===== config.mk =====
export PLATFORM = sky130hd
export DESIGN_NAME = hydro_governor_step
export DESIGN_NICKNAME = d
export VERILOG_FILES = /design/src/rtl/core/hgs_pkg.sv /design/src/rtl/core/hgs_sequencer.sv /design/src/rtl/core/hgs_datapath.sv /design/src/rtl/core/hydro_governor_step.sv
export SDC_FILE = /design/constraint.sdc
export NUM_CORES = 2
export LEC_CHECK = 0
export BUFFER_PORTS_ARGS = -buffer_cell sky130_fd_sc_hd__buf_2
export CAP_MARGIN = 20
export CORE_UTILIZATION = 27
export DETAILED_ROUTE_END_ITERATION = 12
export SYNTH_ARGS = -nofsm -noshare
export SYNTH_HDL_FRONTEND = slang
export SYNTH_SLANG_ARGS = --single-unit

===== constraint.sdc =====
create_clock -name i_clk -period 18.45 [get_ports i_clk]
set_input_delay 3.69 -clock i_clk [delete_from_list [all_inputs] [get_ports i_clk]]
set_output_delay 3.69 -clock i_clk [all_outputs]
set_load 0.01 [all_outputs]

===== src/rtl/core/hgs_pkg.sv =====
// Shared types, constants and microcode table for the hydro governor step block.
`default_nettype none
package hgs_pkg;

    localparam int WORD_BITS    = 32;
    localparam int FRAC_BITS    = 24;
    localparam int GAIN_BITS    = FRAC_BITS + 1;
    localparam int OPND_BITS    = WORD_BITS + 1;
    localparam int PROD_BITS    = 2 * OPND_BITS;
    localparam int CFG_IDX_BITS = 4;
    localparam int UC_STEPS     = 13;
    localparam int STEP_BITS    = $clog2(UC_STEPS);

    typedef logic [CFG_IDX_BITS-1:0] t_cfg_idx;
    typedef logic [STEP_BITS-1:0]    t_step;

    localparam t_cfg_idx CFG_SPEED_REF   = t_cfg_idx'(0);
    localparam t_cfg_idx CFG_GAIN_ONE    = t_cfg_idx'(1);
    localparam t_cfg_idx CFG_GAIN_TWO    = t_cfg_idx'(2);
    localparam t_cfg_idx CFG_WEIGHT_ONE  = t_cfg_idx'(3);
    localparam t_cfg_idx CFG_WEIGHT_TWO  = t_cfg_idx'(4);
    localparam t_cfg_idx CFG_POWER_REF   = t_cfg_idx'(5);
    localparam t_cfg_idx CFG_POWER_UPPER = t_cfg_idx'(6);
    localparam t_cfg_idx CFG_POWER_LOWER = t_cfg_idx'(7);

    localparam logic signed [WORD_BITS-1:0] FX_ONE = WORD_BITS'(1) << FRAC_BITS;

    typedef enum logic [1:0] {
        LIM_NONE  = 2'd0,
        LIM_UPPER = 2'd1,
        LIM_LOWER = 2'd2
    } t_limit;

    typedef enum logic [2:0] {
        OP_NOP,
        OP_LOAD,
        OP_ADD,
        OP_SUB,
        OP_MUL,
        OP_OUT
    } t_op;

    typedef enum logic [3:0] {
        SRC_ZERO,
        SRC_SPEED,
        SRC_SREF,
        SRC_ELAST,
        SRC_X1,
        SRC_X2,
        SRC_T,
        SRC_M,
        SRC_G1,
        SRC_G2,
        SRC_B1,
        SRC_B2,
        SRC_PREF
    } t_src;

    typedef enum logic [2:0] {
        DST_NONE,
        DST_T,
        DST_M,
        DST_X1,
        DST_X2,
        DST_ELAST
    } t_dst;

    typedef enum logic [1:0] {
        JMP_NEXT,
        JMP_WAIT_IN,
        JMP_WAIT_OUT
    } t_jmp;

    typedef struct packed {
        t_op  op;
        t_src src_a;
        t_src src_b;
        t_dst dst;
        t_jmp jmp;
    } t_ctrl;

    typedef struct packed {
        t_ctrl ctrl;
        logic  fire;
    } t_ucmd;

    typedef struct packed {
        logic in_valid;
        logic out_free;
    } t_seq_stat;

    typedef struct packed {
        logic signed [WORD_BITS-1:0] speed_ref;
        logic        [GAIN_BITS-1:0] gain_one;
        logic        [GAIN_BITS-1:0] gain_two;
        logic signed [WORD_BITS-1:0] weight_one;
        logic signed [WORD_BITS-1:0] weight_two;
        logic signed [WORD_BITS-1:0] power_ref;
        logic signed [WORD_BITS-1:0] power_upper;
        logic signed [WORD_BITS-1:0] power_lower;
    } t_cfg;

    // Microprogram: speed load, lag updates, weighted sum plus power reference, new error, clamp and deliver.
    function automatic t_ctrl uc_rom(input t_step step);
        t_ctrl w;
        unique case (step)
            t_step'(0):  w = '{OP_LOAD, SRC_ZERO,  SRC_ZERO,  DST_NONE,  JMP_WAIT_IN};
            t_step'(1):  w = '{OP_SUB,  SRC_ELAST, SRC_X1,    DST_T,     JMP_NEXT};
            t_step'(2):  w = '{OP_MUL,  SRC_G1,    SRC_T,     DST_M,     JMP_NEXT};
            t_step'(3):  w = '{OP_ADD,  SRC_X1,    SRC_M,     DST_X1,    JMP_NEXT};
            t_step'(4):  w = '{OP_SUB,  SRC_ELAST, SRC_X2,    DST_T,     JMP_NEXT};
            t_step'(5):  w = '{OP_MUL,  SRC_G2,    SRC_T,     DST_M,     JMP_NEXT};
            t_step'(6):  w = '{OP_ADD,  SRC_X2,    SRC_M,     DST_X2,    JMP_NEXT};
            t_step'(7):  w = '{OP_MUL,  SRC_B1,    SRC_X1,    DST_T,     JMP_NEXT};
            t_step'(8):  w = '{OP_MUL,  SRC_B2,    SRC_X2,    DST_M,     JMP_NEXT};
            t_step'(9):  w = '{OP_ADD,  SRC_T,     SRC_M,     DST_T,     JMP_NEXT};
            t_step'(10): w = '{OP_ADD,  SRC_PREF,  SRC_T,     DST_T,     JMP_NEXT};
            t_step'(11): w = '{OP_SUB,  SRC_SREF,  SRC_SPEED, DST_ELAST, JMP_NEXT};
            t_step'(12): w = '{OP_OUT,  SRC_T,     SRC_ZERO,  DST_NONE,  JMP_WAIT_OUT};
            default:     w = '{OP_NOP,  SRC_ZERO,  SRC_ZERO,  DST_NONE,  JMP_WAIT_OUT};
        endcase
        return w;
    endfunction

endpackage
`default_nettype wire


===== src/rtl/core/hgs_sequencer.sv =====
// Microcode sequencer: step counter, control ROM and wait jumps.
`default_nettype none
module hgs_sequencer (
    input  wire logic              i_clk,
    input  wire logic              i_rst_n,
    input  wire hgs_pkg::t_seq_stat i_stat,
    output hgs_pkg::t_ucmd         o_ucmd
);
    import hgs_pkg::*;

    t_step r_step;
    t_step n_step;
    t_ctrl w_ctrl;
    logic  w_fire;

    always_comb begin
        w_ctrl = uc_rom(r_step);
        unique case (w_ctrl.jmp)
            JMP_WAIT_IN:  w_fire = i_stat.in_valid;
            JMP_WAIT_OUT: w_fire = i_stat.out_free;
            default:      w_fire = 1'b1;
        endcase
        n_step = r_step;
        if (w_fire) begin
            // the delivery step closes the program and returns to the wait
            n_step = (w_ctrl.jmp == JMP_WAIT_OUT) ? '0 : t_step'(r_step + 1'b1);
        end
    end

    always_ff @(posedge i_clk) begin
        if (!i_rst_n) begin
            r_step <= '0;
        end else begin
            r_step <= n_step;
        end
    end

    assign o_ucmd = '{ctrl: w_ctrl, fire: w_fire};

endmodule
`default_nettype wire


===== src/rtl/core/hgs_datapath.sv =====
// Datapath: state registers, saturating adder, shared multiplier, clamp, output register.
`default_nettype none
module hgs_datapath (
    input  wire logic                                  i_clk,
    input  wire logic                                  i_rst_n,
    input  wire hgs_pkg::t_ucmd                        i_ucmd,
    input  wire hgs_pkg::t_cfg                         i_cfg,
    input  wire logic signed [hgs_pkg::WORD_BITS-1:0]  i_speed_sample,
    input  wire logic                                  i_out_stall,
    output logic                                       o_out_free,
    output logic                                       o_out_valid,
    output logic signed [hgs_pkg::WORD_BITS-1:0]       o_power_out,
    output logic [1:0]                                 o_limit_state
);
    import hgs_pkg::*;

    logic signed [WORD_BITS-1:0] r_speed;
    logic signed [WORD_BITS-1:0] r_t;
    logic signed [WORD_BITS-1:0] r_m;
    logic signed [WORD_BITS-1:0] r_x1;
    logic signed [WORD_BITS-1:0] r_x2;
    logic signed [WORD_BITS-1:0] r_elast;
    logic                        r_out_valid;
    logic signed [WORD_BITS-1:0] r_power;
    t_limit                      r_limit;

    logic signed [OPND_BITS-1:0] w_a;
    logic signed [OPND_BITS-1:0] w_b;
    logic signed [OPND_BITS:0]   w_sum;
    logic signed [PROD_BITS-1:0] w_prod;
    logic [PROD_BITS-FRAC_BITS-WORD_BITS:0] w_prod_hi;
    logic signed [WORD_BITS-1:0] w_res;
    logic signed [WORD_BITS-1:0] w_clip;
    t_limit                      w_limit;
    logic                        w_exec;

    function automatic logic signed [OPND_BITS-1:0] sext(input logic signed [WORD_BITS-1:0] v);
        return {v[WORD_BITS-1], v};
    endfunction

    function automatic logic signed [OPND_BITS-1:0] pick(input t_src s,
                                                         input logic signed [WORD_BITS-1:0] sp,
                                                         input logic signed [WORD_BITS-1:0] t,
                                                         input logic signed [WORD_BITS-1:0] m,
                                                         input logic signed [WORD_BITS-1:0] x1,
                                                         input logic signed [WORD_BITS-1:0] x2,
                                                         input logic signed [WORD_BITS-1:0] el,
                                                         input t_cfg c);
        logic signed [OPND_BITS-1:0] v;
        unique case (s)
            SRC_SPEED: v = sext(sp);
            SRC_SREF:  v = sext(c.speed_ref);
            SRC_ELAST: v = sext(el);
            SRC_X1:    v = sext(x1);
            SRC_X2:    v = sext(x2);
            SRC_T:     v = sext(t);
            SRC_M:     v = sext(m);
            SRC_G1:    v = {{(OPND_BITS-GAIN_BITS){1'b0}}, c.gain_one};
            SRC_G2:    v = {{(OPND_BITS-GAIN_BITS){1'b0}}, c.gain_two};
            SRC_B1:    v = sext(c.weight_one);
            SRC_B2:    v = sext(c.weight_two);
            SRC_PREF:  v = sext(c.power_ref);
            default:   v = '0;
        endcase
        return v;
    endfunction

    always_comb begin
        w_a = pick(i_ucmd.ctrl.src_a, r_speed, r_t, r_m, r_x1, r_x2, r_elast, i_cfg);
        w_b = pick(i_ucmd.ctrl.src_b, r_speed, r_t, r_m, r_x1, r_x2, r_elast, i_cfg);

        if (i_ucmd.ctrl.op == OP_SUB) begin
            w_sum = {w_a[OPND_BITS-1], w_a} - {w_b[OPND_BITS-1], w_b};
        end else begin
            w_sum = {w_a[OPND_BITS-1], w_a} + {w_b[OPND_BITS-1], w_b};
        end

        // product floors by the fraction shift, then saturates to the word
        w_prod    = w_a * w_b;
        w_prod_hi = w_prod[PROD_BITS-1:FRAC_BITS+WORD_BITS-1];

        if (i_ucmd.ctrl.op == OP_MUL) begin
            if ((&w_prod_hi) || !(|w_prod_hi)) begin
                w_res = w_prod[FRAC_BITS+WORD_BITS-1:FRAC_BITS];
            end else begin
                w_res = w_prod[PROD_BITS-1] ? {1'b1, {(WORD_BITS-1){1'b0}}}
                                            : {1'b0, {(WORD_BITS-1){1'b1}}};
            end
        end else begin
            if ((&w_sum[OPND_BITS:WORD_BITS-1]) || !(|w_sum[OPND_BITS:WORD_BITS-1])) begin
                w_res = w_sum[WORD_BITS-1:0];
            end else begin
                w_res = w_sum[OPND_BITS] ? {1'b1, {(WORD_BITS-1){1'b0}}}
                                         : {1'b0, {(WORD_BITS-1){1'b1}}};
            end
        end

        // upper limit first, lower limit wins when the limits cross
        w_clip  = r_t;
        w_limit = LIM_NONE;
        if (r_t > i_cfg.power_upper) begin
            w_clip  = i_cfg.power_upper;
            w_limit = LIM_UPPER;
        end
        if (w_clip < i_cfg.power_lower) begin
            w_clip  = i_cfg.power_lower;
            w_limit = LIM_LOWER;
        end
    end

    assign w_exec = i_ucmd.fire;

    always_ff @(posedge i_clk) begin
        if (!i_rst_n) begin
            r_x1        <= '0;
            r_x2        <= '0;
            r_elast     <= '0;
            r_out_valid <= 1'b0;
        end else begin
            if (w_exec && (i_ucmd.ctrl.op == OP_OUT)) begin
                r_out_valid <= 1'b1;
            end else if (!i_out_stall) begin
                r_out_valid <= 1'b0;
            end
            if (w_exec) begin
                unique case (i_ucmd.ctrl.dst)
                    DST_X1:    r_x1    <= w_res;
                    DST_X2:    r_x2    <= w_res;
                    DST_ELAST: r_elast <= w_res;
                    default:   ;
                endcase
            end
        end
    end

    always_ff @(posedge i_clk) begin
        if (w_exec) begin
            unique case (i_ucmd.ctrl.dst)
                DST_T:   r_t <= w_res;
                DST_M:   r_m <= w_res;
                default: ;
            endcase
            if (i_ucmd.ctrl.op == OP_LOAD) begin
                r_speed <= i_speed_sample;
            end
            if (i_ucmd.ctrl.op == OP_OUT) begin
                r_power <= w_clip;
                r_limit <= w_limit;
            end
        end
    end

    assign o_out_free    = !r_out_valid || !i_out_stall;
    assign o_out_valid   = r_out_valid;
    assign o_power_out   = r_power;
    assign o_limit_state = r_limit;

endmodule
`default_nettype wire


===== src/rtl/core/hydro_governor_step.sv =====
// Top level of the hydro governor step: config registers, sequencer and datapath.
// A 13-step microprogram drives one shared 33x33 multiplier and one saturating adder,
// one operation per step.
// A held result stalls only the last step; the next request is taken once it is delivered.
// Reset (synchronous, active low) clears the lag states, the last error, the step counter
// and the output valid, and loads the register defaults.
`default_nettype none
module hydro_governor_step (
    input  wire logic                                  i_clk,
    input  wire logic                                  i_rst_n,
    // speed sample request channel
    input  wire logic                                  i_in_valid,
    output logic                                       o_in_stall,
    input  wire logic signed [hgs_pkg::WORD_BITS-1:0]  i_speed_sample,
    // governor power result channel
    output logic                                       o_out_valid,
    input  wire logic                                  i_out_stall,
    output logic signed [hgs_pkg::WORD_BITS-1:0]       o_power_out,
    output logic [1:0]                                 o_limit_state,
    // configuration write channel
    input  wire logic                                  i_cfg_valid,
    output logic                                       o_cfg_ready,
    input  wire logic [hgs_pkg::CFG_IDX_BITS-1:0]      i_cfg_index,
    input  wire logic [hgs_pkg::WORD_BITS-1:0]         i_cfg_data
);
    import hgs_pkg::*;

    t_cfg      r_cfg;
    t_ucmd     w_ucmd;
    t_seq_stat w_stat;
    logic      w_out_free;

    // Registers are always writable; software must write only while idle (not enforced).
    assign o_cfg_ready = 1'b1;

    always_ff @(posedge i_clk) begin
        if (!i_rst_n) begin
            r_cfg.speed_ref   <= FX_ONE;
            r_cfg.gain_one    <= '0;
            r_cfg.gain_two    <= '0;
            r_cfg.weight_one  <= '0;
            r_cfg.weight_two  <= '0;
            r_cfg.power_ref   <= '0;
            r_cfg.power_upper <= FX_ONE;
            r_cfg.power_lower <= '0;
        end else if (i_cfg_valid && o_cfg_ready) begin
            unique case (i_cfg_index)
                CFG_SPEED_REF:   r_cfg.speed_ref   <= i_cfg_data;
                CFG_GAIN_ONE:    r_cfg.gain_one    <= i_cfg_data[GAIN_BITS-1:0];
                CFG_GAIN_TWO:    r_cfg.gain_two    <= i_cfg_data[GAIN_BITS-1:0];
                CFG_WEIGHT_ONE:  r_cfg.weight_one  <= i_cfg_data;
                CFG_WEIGHT_TWO:  r_cfg.weight_two  <= i_cfg_data;
                CFG_POWER_REF:   r_cfg.power_ref   <= i_cfg_data;
                CFG_POWER_UPPER: r_cfg.power_upper <= i_cfg_data;
                CFG_POWER_LOWER: r_cfg.power_lower <= i_cfg_data;
                default:         ;  // indexes past the list are dropped
            endcase
        end
    end

    assign w_stat = '{in_valid: i_in_valid, out_free: w_out_free};

    hgs_sequencer u_seq (
        .i_clk   (i_clk),
        .i_rst_n (i_rst_n),
        .i_stat  (w_stat),
        .o_ucmd  (w_ucmd)
    );

    hgs_datapath u_dp (
        .i_clk          (i_clk),
        .i_rst_n        (i_rst_n),
        .i_ucmd         (w_ucmd),
        .i_cfg          (r_cfg),
        .i_speed_sample (i_speed_sample),
        .i_out_stall    (i_out_stall),
        .o_out_free     (w_out_free),
        .o_out_valid    (o_out_valid),
        .o_power_out    (o_power_out),
        .o_limit_state  (o_limit_state)
    );

    // Requests are taken only at the wait step of the program.
    assign o_in_stall = (w_ucmd.ctrl.jmp != JMP_WAIT_IN);

    // A taken request starts the program, so the next cycle must stall.
    a_busy_after_accept: assert property (@(posedge i_clk) disable iff (!i_rst_n)
        (i_in_valid && !o_in_stall) |=> o_in_stall)
        else $error("request channel open right after an accepted request");

    // A new result appears only from a fired delivery step.
    a_result_from_program: assert property (@(posedge i_clk) disable iff (!i_rst_n)
        $rose(o_out_valid) |-> $past(w_ucmd.fire && (w_ucmd.ctrl.op == OP_OUT)))
        else $error("result valid without a delivery step");

    // The delivery step waits while a held result is stalled, and that result stays.
    a_hold_at_delivery: assert property (@(posedge i_clk) disable iff (!i_rst_n)
        (w_ucmd.ctrl.jmp == JMP_WAIT_OUT && !w_out_free) |=>
        (o_out_valid && $stable(o_power_out) && $stable(o_limit_state)))
        else $error("held result overwritten at the delivery step");

endmodule
`default_nettype wire

==> After elaboration in Yosys (flattened, before gate mapping) <==
Memories as Yosys holds them, arrays and structs flattened. A register that Yosys moved wholly into a read port is not among the register bits.
Cells that the tools add are included.
{ "word_totals": {"ff_bits": 473, "romBits": 240, "n_memories": 1, "out_inout_bits": 37, "in_bits": 73} }
{ "memory_table": {"columns": ["memory", "words", "width", "rd", "rd_clocked_by_memory_dff", "write_ports", "line", "text"], "rows": [
  ["(no name shown)", 16, 15, 1, 1, 0, "hgs_pkg.sv:106", "unique case (step)"]
]} }
{ "classes": {"reduce_logical": 28, "eq_ne": 44, "addsub": 3, "n_lt_le_gt_ge": 2, "mul": 1, "n_mux": 17} }
{ "ops": {"columns": ["operator", "n"], "rows": [
  ["33-bit one-hot mux with 12 select lines", 2],
  ["32-bit two-way mux", 7],
  ["33-bit by 33-bit multiplier with 66-bit output", 1],
  ["4-bit by 3-bit == test with 1-bit output, second input constant", 12],
  ["4-bit == test, second input constant", 10],
  ["33-bit by 33-bit adder with 34-bit output", 1],
  ["34-bit two-way mux", 1],
  ["33-bit by 33-bit subtractor with 34-bit output", 1],
  ["32-bit greater-than comparator", 1],
  ["32-bit less-than comparator", 1],
  ["2-bit AND reduction", 15],
  ["4-bit by 2-bit == test with 1-bit output, second input constant", 6],
  ["3-bit == test, second input constant", 4],
  ["4-bit by 1-bit == test with 1-bit output, second input constant", 3],
  ["4-bit two-way mux", 3],
  ["11-bit AND reduction", 1],
  ["11-bit OR reduction", 1],
  ["3-bit by 2-bit == test with 1-bit output, second input constant", 3],
  ["3-bit by 1-bit == test with 1-bit output, second input constant", 2],
  ["4-bit by 1-bit adder with 4-bit output, second input constant", 1],
  ["1-bit zero test", 4],
  ["4-bit zero test", 1],
  ["2-bit by 1-bit != test with 1-bit output, second input constant", 2],
  ["1-bit logical OR", 3],
  ["other kinds (7)", 9]
]} }

==> Logic depth before layout (Yosys ltp) <==
{ "logic_depth": {"depth_word": 9, "mapped_depth": 46, "mapped_depth_nobuf": 36} }

==> Hierarchy <==
Synthesis repeated with hierarchy kept, for this count alone.
{ "hier_totals": {"cells_unflattened": 7441, "area_unflattened_um2": 66901.7} }
{ "modules_own_cells": {"columns": ["module", "cells_each", "area_per_inst_um2", "n_inst", "seq_area_each_um2"], "rows": [
  ["hgs_datapath", 6492, 57033.4, 1, 5845.6],
  ["hydro_governor_step", 832, 8713.4, 1, 4844.6],
  ["hgs_sequencer", 117, 1154.9, 1, 380.4]
]} }

==> Worst setup path after synthesis <==
OpenSTA, ideal clock, no wires.
{ "synth_path": {"kind": "reg-to-reg", "from": "register u_seq.w_ctrl[12] (netlist name)", "to": "register u_dp.r_m[17] (data pin)", "setup_slack_ns": 7.616, "arrival_ns": 10.663, "stages_incl_launch_ff": 40, "n_path_buf": 7, "t_required_ns": 18.279, "path_cell_list": "dfxtp_1 -> buf_2 -> buf_6 -> buf_2 -> nand2b_1 -> nor2_1 -> a222oi_1 -> and4_1 -> clkbuf_1 -> inv_1 -> clkbuf_1 -> nand2_1 -> inv_1 -> fa_1 -> fa_1 -> fa_1 -> inv_1 -> fa_1 -> [... 4 more ...] -> inv_1 -> fa_1 -> inv_1 -> ha_1 -> clkbuf_1 -> a21o_1 -> a21oi_1 -> o211ai_1 -> a41oi_1 -> o21ai_0 -> a221o_1 -> or3_1 -> a21oi_2 -> xnor2_1 -> nor4_4 -> clkbuf_1 -> o21ai_0 -> a21boi_0"} }
{ "synth_via": {"elab_chain_cells": 9} }
{ "synth_lines": {"columns": ["item", "line", "text"], "rows": [
  ["4-bit == test, or another cell as far along", "hgs_datapath.sv:50", "unique case (s)"],
  ["33-bit one-hot mux with 12 select lines (*)", "hgs_datapath.sv:50", null],
  ["parallel branches: the longest is 6 deep, another holds 33-bit by 33-bit multiplier with 66-bit output", null, null],
  ["32-bit two-way mux (*)", "hgs_datapath.sv:82", "if (i_ucmd.ctrl.op == OP_MUL) begin"],
  ["named net u_dp.w_res[17]", "hgs_datapath.sv:32", "logic signed [WORD_BITS-1:0] w_res;"],
  ["end signal, assigned", "hgs_datapath.sv:140", "DST_M: r_m <= w_res;"],
  ["end, declared", "hgs_datapath.sv:19", "logic signed [WORD_BITS-1:0] r_m;"]
]} }
Mark *: on every way through the listed nets, which the timed path passes.
A chain may end at the register's enable or synchronous reset.

==> Worst setup path in the final report <==
{ "layout_path": {"from": "register u_seq.w_ctrl[12] (netlist name)", "to": "register u_dp.r_t[6] (data pin)"} }
{ "layout_via": {"elab_chain_cells": 9} }
{ "layout_lines": {"columns": ["item", "line", "text"], "rows": [
  ["4-bit == test, or another cell as far along", "hgs_datapath.sv:50", null],
  ["33-bit one-hot mux with 12 select lines (*)", "hgs_datapath.sv:50", null],
  ["parallel branches: the longest is 6 deep, another holds 33-bit by 33-bit multiplier with 66-bit output", null, null],
  ["32-bit two-way mux (*)", "hgs_datapath.sv:82", null],
  ["named net u_dp.w_res[6]", "hgs_datapath.sv:32", null],
  ["end signal, assigned", "hgs_datapath.sv:139", "DST_T: r_t <= w_res;"],
  ["end, declared", "hgs_datapath.sv:18", "logic signed [WORD_BITS-1:0] r_t;"]
]} }
Marked as above.

==> results.toml <==
[critical_path]
end_kind = "register"
cp_common_cell = "fa_1"
rr_worst_depth = 36
r2r_start = "u_seq.w_ctrl[12]"
reg2reg_setup_slack_ns = 4.17
worst_path_largest_cell_delay_ns = 0.91
cp.required_ns = 18.75
startpoint_type = "register"
critical_path_class = "register to register"
timing.rr.end = "u_dp.r_t[6]"
arrival_ns = 14.58
crit_fanout = 71
crit_slowest_cell = "dfxtp_1"

[routing]
dr_wl_met3_um = 18000
route.detailed.drc = 0
wl_met1_um = 92600
post_drt_via_cell_ratio = 5.18
wl_met2_um = 116000
finalWirelength_um = 240000
top_layer = "met5"
ant_nets = 0
drtIter0Drc = 5167
routedWlPerCell_um = 22.9
vias = 54400
first_pass_iters = 6

[floorplanning]
row_count = 179
initial_core_util = 0.273
ios = 110
die_y_um = 493
die-area_sq_mm = 0.243
coreArea_sq_mm = 0.239
fp.dieW_um = 493

[clock_tree]
cts_tree = "built"
htreeDepth = 2
cts-root-buf = "clkbuf_16"
holdBufCountCts = 0
cts_sinks = 488
cts_setup_buffers = 0
clkLatencyLatePin_ns = 0.66
cts_buffers = 51
cts_max_path_buffers = 3
cts_resized = 0
clk_pin_slew_ns = 0.07

[synthesis]
synth_top_family_by_area = "adder cells"
async_flop_share = 0
synth_cells = 7434
synth_edf_count = 130
synth_top_area_cell = "fa_1"
synthMuxAreaShare = 0.0253
syn_avg_cell_area_sq_um = 8.76
netlist.area_leader.share = 0.345
synthSimpleGateAreaFrac = 0.155
synth_fa_ha_area_frac = 0.406
yosysUniqueCellTypes = 100
synthTopCellsByArea = "fa_1 (35%), dfxtp_1 (11%), nand2_1 (8.1%)"
ys.warnings.count = 0
ys_seq_elements = 488
synthXorXnorAreaFrac = 0.0158
synth_compound_area_frac = 0.124
netlist_area_sq_mm = 0.0651
ys_seq_area_frac = 0.170
ys.flop_type = "dfxtp_1"
syn_nets = 8946

[job]
drv_cap = 0

[sta]
fin_skew_ns = 0.0392
fmax_mhz = 70.0
setup_viol = 0
rsz0062_at_grt = "false"
period_minus_slack_ns = 14.28
setup_tns_ns = 0
worstMarginPinSlew_ns = 1.39
slew_headroom = 0.0747
final_max_slew_viol_count = 0
fin_crit_sh = 0.774
finalHoldViolCount = 0

[pwr]
irDropWorstVdd_mv = 0.167
fin_total_pwr_mw = 13.5
p_leak_nw = 30.9
power_density_mw_per_mm2 = 189

[min_path]
hold_class = "register to register"
hold_path_end = "r_cfg[139]"
hold_depth = 2
hp-start = "r_cfg[139]"

[finish]
stdcell_count = 10500
n_fill_cell = 25200
drive_gt1_frac = 0.0829
area_delta_synth_final_pct = 9.33
nNetsFinal = 8800

[placement]
gp_congestion = 0.964
place_inst = 10400
portBuffers = 108
dp_hpwl_um = 184000

[grt]
grt_pass1_wl_um = 359000
grt_start_max_net_pins = 86
grt_pass1_vias = 56300
overflow = 0
grt_usage = 0.195
antenna_found_initial = 6

[status]
status = "finished, final reports clean"
## layer usage
layer | up-vias | global-route usage
met3 | 561 | 0.0297
met4 | 2 | 0.0924
li1 | 23300 | -
met5 | - | 0
met2 | 2502 | 0.333
met1 | 28000 | 0.242
## cell type report
cell class / count / area, sq um / area share
Multi-Input combinational cell: 5226 / 47800 / 0.671
Sequential cell: 488 / 11100 / 0.156
Inverter: 1257 / 4720 / 0.0664
Tap cell: 3167 / 3960 / 0.0557
Timing Repair Buffer: 264 / 1830 / 0.0257
Clock buffer: 70 / 1460 / 0.0205
Clock inverter: 26 / 340 / 0.00478
Antenna cell: 3 / 7.51 / 0.000106
## power breakdown
group | internal [mW] | switching, mW | leakage [nW] | total, mW
logic | 3.43 | 7.27 | 25.9 | 10.7
clock network | 0.633 | 0.488 | 0.879 | 1.12
registers | 1.42 | 0.222 | 4.09 | 1.64
## sequential cells by signal (all words and copies together), names as in the netlist
signal	cells
u_dp.r_x1	32
u_dp.r_t	32
u_dp.o_limit_state	2
r_cfg	242
u_seq.r_step	4
u_dp.r_m	32
u_seq.w_ctrl	15
u_dp.o_out_valid	1
u_dp.r_x2	32
u_dp.r_elast	32
u_dp.o_power_out	32
u_dp.r_speed	32
## worst max path at each step
stage | endpoint | slack [ns] | cells after the start | from
2_1_floorplan | u_dp.r_m[17] | 7.62 | 39 | u_seq.w_ctrl[12]
3_3_place_gp | u_dp.r_m[6] | 4.66 | 31 | u_seq.w_ctrl[6]
3_5_place_dp | u_dp.r_t[6] | 4.35 | 36 | u_seq.w_ctrl[12]
4_1_cts | u_dp.r_t[6] | 4.30 | 36 | u_seq.w_ctrl[12]
5_1_grt | u_dp.r_t[6] | 3.18 | 36 | u_seq.w_ctrl[12]
6_report | u_dp.r_t[6] | 4.17 | 36 | u_seq.w_ctrl[12]
## cells in the mapped netlist, types with 116 or more instances
cell type  count
inv_1       1243
a22oi_1      140
dfxtp_1      358
a21oi_1      369
o21ai_0      116
nand3_1      124
edfxtp_1     130
nand2_1     1412
ha_1         316
nor2_1       454
clkbuf_1     366
fa_1        1123
## critical path, delay by kind of cell (launching register included)
kind / cells / cell delay (ns)
xor+xnor: 1 / 0.12
compound gates: 9 / 2.32
simple gates: 7 / 1.66
fa+ha+maj: 9 / 4.87
buf+inv: 10 / 3.87
flops: 1 / 0.91
## through the flow
stage / worst slack (ns) / instance area [sq um] / util / hold WS (ns)
floorplan: 7.62 / 65100 / - / 0.436
global placement: 4.66 / 69200 / 0.290 / 0.442
detailed placement: 4.35 / 69200 / 0.290 / 0.446
CTS: 4.30 / 71000 / 0.297 / 0.455
global route: 3.18 / 71100 / 0.298 / 0.474
finish: 4.17 / 71200 / 0.298 / 0.458
## layout by cell type, fill, tap and decap left out, types with 44 or more instances in the layout
master,synthesis,routed
buf_2,30,108
ha_1,316,316
mux2_2,85,85
dfxtp_1,358,355
nand4_1,58,58
a21o_1,88,88
a22oi_1,140,140
o221ai_2,50,50
inv_1,1243,1240
o221ai_1,45,44
xnor2_1,70,70
clkbuf_16,0,52
nand3_1,124,123
and2_1,52,52
edfxtp_1,130,130
nor2b_1,57,55
buf_4,29,149
a21oi_1,369,369
nand2_1,1412,1410
xor2_1,45,45
nand2b_1,66,66
a221oi_1,51,46
o21ai_0,116,116
fa_1,1123,1123
nor2_1,454,431
## cell families after synthesis
| kind of cell | after synthesis |
|---|---|
| multiplexers | 139 |
| AND/OR/NAND/NOR | 2376 |
| other | 1 |
| XOR/XNOR | 116 |
| buffers and inverters | 1720 |
| flip-flops | 488 |
| adder cells (fa/ha/maj) | 1439 |
| AO/OA/AOI/OAI | 1155 |
No activity file was read; power rests on OpenSTA's default activity.
